===== config.mk =====
export PLATFORM = sky130hd
export DESIGN_NAME = bfa_ctrl
export DESIGN_NICKNAME = d
export VERILOG_FILES = /design/src/rtl/bfa_pkg.sv /design/src/rtl/bfa_ctrl.sv
export SDC_FILE = /design/constraint.sdc
export NUM_CORES = 1
export LEC_CHECK = 0
export BUFFER_PORTS_ARGS = -buffer_cell sky130_fd_sc_hd__buf_2
export CAP_MARGIN = 20
export CORE_AREA = 8 8 45 47
export CTS_CLUSTER_SIZE = 20
export DETAILED_ROUTE_END_ITERATION = 12
export DIE_AREA = 0 0 53 55
export GPL_TIMING_DRIVEN = 0
export PLACE_DENSITY_LB_ADDON = 0.2
export SYNTH_ARGS = -nofsm -noshare
export SYNTH_HDL_FRONTEND = slang
export SYNTH_SLANG_ARGS = --single-unit

===== constraint.sdc =====
create_clock -name clk_i -period 1.9 [get_ports clk_i]
set_clock_uncertainty 0.05 [all_clocks]
set_input_delay 0.475 -clock clk_i [delete_from_list [all_inputs] [get_ports clk_i]]
set_output_delay 0.475 -clock clk_i [all_outputs]
set_load 0.02 [all_outputs]

===== src/rtl/bfa_pkg.sv =====
// ----------------------------------------------------------------------------
// Bitmap first-fit allocator package
// Shared constants, codes and controller/datapath types.
// ----------------------------------------------------------------------------
package bfa_pkg;
  localparam int unsigned NumUnitsDef   = 65536;
  localparam int unsigned MaxRequestDef = 131072;
  localparam int unsigned WordW         = 64;
  localparam int unsigned SizeW         = 18;
  localparam int unsigned AddrW         = 32;
  localparam int unsigned StatusW       = 2;

  typedef enum logic [1:0] {
    StOk         = 2'd0,
    StBadSize    = 2'd1,
    StNoSpace    = 2'd2,
    StOutOfRange = 2'd3
  } status_e;

  typedef enum logic [2:0] {
    SIdle,
    SScan,
    SScanWait,
    SMark,
    SMarkWait,
    SDone
  } state_e;

  typedef struct packed {
    logic start_scan;
    logic start_mark;
    logic scan_step;
    logic mark_step;
  } ctl_cmd_t;

  typedef struct packed {
    logic scan_found;
    logic scan_end;
    logic mark_end;
  } ctl_sts_t;
endpackage


===== src/rtl/bfa_ctrl.sv =====
// ----------------------------------------------------------------------------
// Allocator controller
// Sequences validation, scan, marking and result handoff.
// ----------------------------------------------------------------------------
module bfa_ctrl (
  input  logic                        clk_i,
  input  logic                        rst_ni,
  input  logic                        clearing_i,
  input  logic                        in_valid_i,
  input  logic                        func_i,
  input  logic [bfa_pkg::StatusW-1:0] pre_status_i,
  input  bfa_pkg::ctl_sts_t           sts_i,
  input  logic                        out_ready_i,
  output logic                        in_ready_o,
  output logic                        load_o,
  output bfa_pkg::ctl_cmd_t           cmd_o,
  output logic                        out_valid_o,
  output logic [bfa_pkg::StatusW-1:0] status_o,
  output logic                        addr_sel_o
);
  bfa_pkg::state_e state_q, state_d;
  logic func_q;
  logic [bfa_pkg::StatusW-1:0] st_q, st_d;

  always_ff @(posedge clk_i or negedge rst_ni) begin
    if (!rst_ni) begin
      state_q <= bfa_pkg::SIdle;
      func_q  <= 1'b0;
      st_q    <= bfa_pkg::StOk;
    end else begin
      state_q <= state_d;
      st_q    <= st_d;
      if (load_o) func_q <= func_i;
    end
  end

  always_comb begin
    state_d = state_q;
    st_d    = st_q;
    unique case (state_q)
      bfa_pkg::SIdle: begin
        if (in_valid_i && !clearing_i) state_d = bfa_pkg::SScan;
      end
      bfa_pkg::SScan: begin
        st_d = pre_status_i;
        if (pre_status_i != bfa_pkg::StOk) state_d = bfa_pkg::SDone;
        else if (func_q) state_d = bfa_pkg::SMark;
        else state_d = bfa_pkg::SScanWait;
      end
      bfa_pkg::SScanWait: begin
        if (sts_i.scan_found) state_d = bfa_pkg::SMark;
        else if (sts_i.scan_end) begin
          st_d = bfa_pkg::StNoSpace;
          state_d = bfa_pkg::SDone;
        end
      end
      bfa_pkg::SMark: state_d = bfa_pkg::SMarkWait;
      bfa_pkg::SMarkWait: begin
        if (sts_i.mark_end) state_d = bfa_pkg::SDone;
      end
      bfa_pkg::SDone: begin
        if (out_ready_i) state_d = bfa_pkg::SIdle;
      end
      default: state_d = bfa_pkg::SIdle;
    endcase
  end

  always_comb begin
    in_ready_o  = (state_q == bfa_pkg::SIdle) && !clearing_i;
    load_o      = in_ready_o && in_valid_i;
    cmd_o       = '0;
    cmd_o.start_scan = (state_q == bfa_pkg::SScan);
    cmd_o.scan_step  = (state_q == bfa_pkg::SScanWait) && !sts_i.scan_found;
    cmd_o.start_mark = (state_q == bfa_pkg::SMark);
    cmd_o.mark_step  = (state_q == bfa_pkg::SMarkWait);
    out_valid_o = (state_q == bfa_pkg::SDone);
    status_o    = st_q;
    addr_sel_o  = (st_q == bfa_pkg::StOk) && !func_q;
  end
endmodule


==> flow_summary.rst <==
.. list-table::
   :header-rows: 1

   * - Metric
     - Value
   * - Combinational Power Share
     - 0.633
   * - Worst min-delay path category
     - in -> reg
   * - Maximum vdd drop
     - around 0.71 mV
   * - Failing checks
     - setup timing
   * - Setup crit start kind
     - register
   * - Net switching fraction of the power
     - 0.432
   * - Initial DRT Pass Iterations
     - 4
   * - Number of enable-type register cells in the synthesized netlist
     - 0
   * - Worst slew margin relative to its limit
     - 0.824
   * - Type of element capturing the critical path
     - output port
   * - Number of cells traversed by the worst hold path
     - 2
   * - Highest attainable clock frequency
     - between 500 and 600 MHz
   * - Terminus of the critical flop-to-flop path
     - state_q[2]
   * - Layer with the highest usage
     - met2
   * - Antenna cells
     - 0
   * - Number of maximum-capacitance constraint violations
     - 0
   * - Clock input transition at the sequential cells of the worst setup and hold paths
     - 0.05 ns
   * - R2R setup slack
     - 0.19 ns
   * - Filler instances
     - ~150
   * - DRC
     - 0
   * - Flop and latch count out of synthesis
     - 6
   * - Routability Congestion
     - roughly 0.75
   * - Routing usage on met1
     - 0.0890
   * - Synthesis-to-finish area growth
     - 58.8%
   * - Internal power of the cells
     - between 500 and 600 uW
   * - Status
     - finished, violations left
   * - Met2 track utilization from global routing
     - 0.152
   * - Worst hold endpoint
     - func_q
   * - Leakage power of the design
     - 0.343 nW
   * - Cell area power density
     - ~1400 nW/um^2
   * - Sw Pwr
     - 419 uW
   * - Slowest Stage Delay on Critical Path
     - 0.40 ns
   * - Avg WL per Cell
     - roughly 13 um
   * - Detailed-route via count
     - 448
   * - Net count after synthesis
     - 56
   * - Starting DRT DRC Count
     - 6
   * - HP Start
     - func_i
   * - Number of cells in the finished layout apart from fillers
     - 93
   * - Number of instances in the synthesized netlist
     - 45
   * - Cell type group with the largest total delay on the critical path
     - simple AND/OR/NAND/NOR gates
   * - Total routing resource utilization after global routing
     - 0.0921
   * - Crit path time final
     - ~2 ns
   * - Type of the setup path with the least slack
     - reg -> out
   * - Clock tree from TritonCTS
     - built
   * - Number of synthesis warnings
     - 0
   * - Most used DFF post-synth
     - dfrtp_1
   * - Die extent in x
     - 53 um
   * - Critical path data arrival time
     - ~1.5 ns
   * - Proportion of power drawn by the clock network
     - 0.128
   * - Portion of the post-synthesis area used by sequential elements
     - 0.353
   * - Estimated wirelength of the detail-placed design
     - 920 um
   * - Slew at the pin closest to its max-slew limit
     - 0.263 ns
   * - Post-synthesis async set-or-reset flop share
     - 1.00
   * - Final setup fails
     - 1
   * - Total routed wirelength
     - 1.21 mm
   * - Final period util
     - 1.05
   * - Post-route setup slack
     - -0.0994 ns
   * - Clock tree root buffer cell
     - clkbuf_4
   * - Initial cell density of the core
     - 0.307
   * - Standard cell with the maximum stage delay on the critical path
     - dfrtp_1
   * - Global routing met3 resource utilization
     - 0.0374
   * - Via count of the first global-routing pass
     - 448
   * - Cell variety after synth
     - 29
   * - CP required
     - ~1.4 ns
   * - Share of cells above drive strength 1
     - 0.558
   * - Antenna-violating nets left
     - 0
   * - CTS buffer count
     - 3
   * - Fraction of power consumed by sequential logic
     - 0.239
   * - Number of buffers on the longest clock path
     - 2
   * - Number of failing hold endpoints at the final stage
     - 0
   * - Count of buffers inserted at the top-level ports
     - 20
   * - Remaining global-route overflow
     - 0
   * - Worst Reg-to-Reg Cells
     - 4
   * - Commonest non-fill, non-tap cell in the layout
     - buf_2
   * - H-tree levels
     - 1
   * - RSZ-0062 raised after global routing
     - yes
   * - Net count of the finished layout
     - 90
   * - Final count of pins violating max slew
     - 0
   * - Boundary pin count
     - 21
   * - Avg Inst Size Synth
     - 9.45 sq um
   * - Die area
     - 2920 sq um
   * - Cell count after placement
     - 81
   * - Critical Path, Cell by Cell
     - or3b_4 > or2_1 > inv_1 > buf_6
   * - Number of core rows
     - 14
   * - Number of buffers and inverters on the critical path
     - 2
   * - Total design power
     - 968 uW
   * - Via count normalized by instance count
     - between 4 and 5
   * - Antenna violations before repair
     - 0
   * - Largest net degree at the start of global routing
     - 11
   * - Global-route wire length before repair
     - 1.90 mm
   * - Maximum fanout along the worst path
     - 4
   * - Post-Syn Area
     - 425 sq um
   * - Worst skew pair latency
     - approximately 0.25 ns
   * - Worst R2R Start
     - state_q[2]
   * - Number of sinks handled by clock tree synthesis
     - 6
   * - Die outline height
     - 55 um
   * - Commonest cells after routing, fill and taps aside
     - 19 x buf_2, 8 x buf_4, 6 x dfrtp_1
   * - Core area
     - 1380 sq um
-- worst register-to-register path, cell delays in order, from the launching register on --
cell and delay, ns:
dfrtp_1 0.40, or3b_4 0.39, buf_4 0.16, o32ai_2 0.24, mux2_1 0.35
-- power groups by stage --
stage	clock network, mW	registers, mW	logic [mW]
2_1_floorplan	0	0.247	0.372
6_report	0.124	0.231	0.613
4_1_cts	0.127	0.230	0.590
5_1_grt	0.137	0.242	0.674
3_5_place_dp	0	0.238	0.527
3_3_place_gp	0	0.233	0.529
-- flip-flops by register name (all words and copies together) (netlist names) --
register,count
func_q,1
state_q,3
status_o,2
-- stage by stage --
step | hold WS, ns | setup TNS (ns) | utilization | setup WS (ns) | instance area [sq um]
floorplan | 0.129 | 0 | - | 0.130 | 440
global placement | 0.255 | 0 | 0.405 | 0.0613 | 561
detailed placement | 0.257 | 0 | 0.405 | 0.0540 | 561
CTS | 0.388 | -0.149 | 0.469 | -0.0988 | 649
global route | 0.401 | -0.214 | 0.488 | -0.150 | 676
finish | 0.391 | -0.0994 | 0.488 | -0.0994 | 676
-- routing by layer --
metal / share of wire / up-vias
li1: - / 230
met1: 0.42 / 203
met2: 0.48 / 11
met3: 0.054 / 4
met4: 0.040 / 0
met5: 0 / -
-- cell usage after synthesis, types with 2 or more instances --
| cell type | count | area share |
|---|---|---|
| a21oi_1 | 4 | 0.047 |
| and3b_2 | 2 | 0.047 |
| clkbuf_1 | 2 | 0.018 |
| dfrtp_1 | 6 | 0.35 |
| inv_1 | 3 | 0.026 |
| mux2_1 | 2 | 0.053 |
| nand2_1 | 2 | 0.018 |
| nor2_1 | 2 | 0.018 |
| nor3b_1 | 2 | 0.035 |
-- how the worst max path moves through the flow --
stage	from	to	cells past startpoint
after floorplan	state_q[0]	load_o	3
after global placement	state_q[1]	cmd_o[1]	5
after detailed placement	state_q[1]	cmd_o[1]	5
after CTS	state_q[2]	cmd_o[1]	4
after global routing	state_q[2]	cmd_o[1]	4
final	state_q[2]	cmd_o[1]	4
-- cells by family (layout without fill, tap and decap cells) --
logic type / Yosys count / in the layout / share of synthesized area
AO/OA/AOI/OAI: 13 / 13 / 0.235
buffers and inverters: 6 / 38 / 0.0706
flip-flops: 6 / 6 / 0.353
AND/OR/NAND/NOR: 17 / 17 / 0.262
multiplexers: 3 / 3 / 0.0794
-- layout make-up --
cell class	instances	area (sq um)	share of cell area
timing repair buffer	30	194	0.287
buffer	2	10.0	0.0148
multi-input combinational	33	268	0.396
inverter	3	11.3	0.0167
tap	16	20.0	0.0296
clock buffer	3	22.5	0.0333
sequential	6	150	0.222
-- repair_timing --
action | in CTS | in global routing
resized for setup | 7 | 5
setup endpoints to repair | 6 | 7
pin swaps | 1 | 4
hold endpoints to repair | 6 | 0
buffers inserted | 5 | 4
hold buffers | 1 | 0
Note: power is estimated with default switching activity, not from simulation.
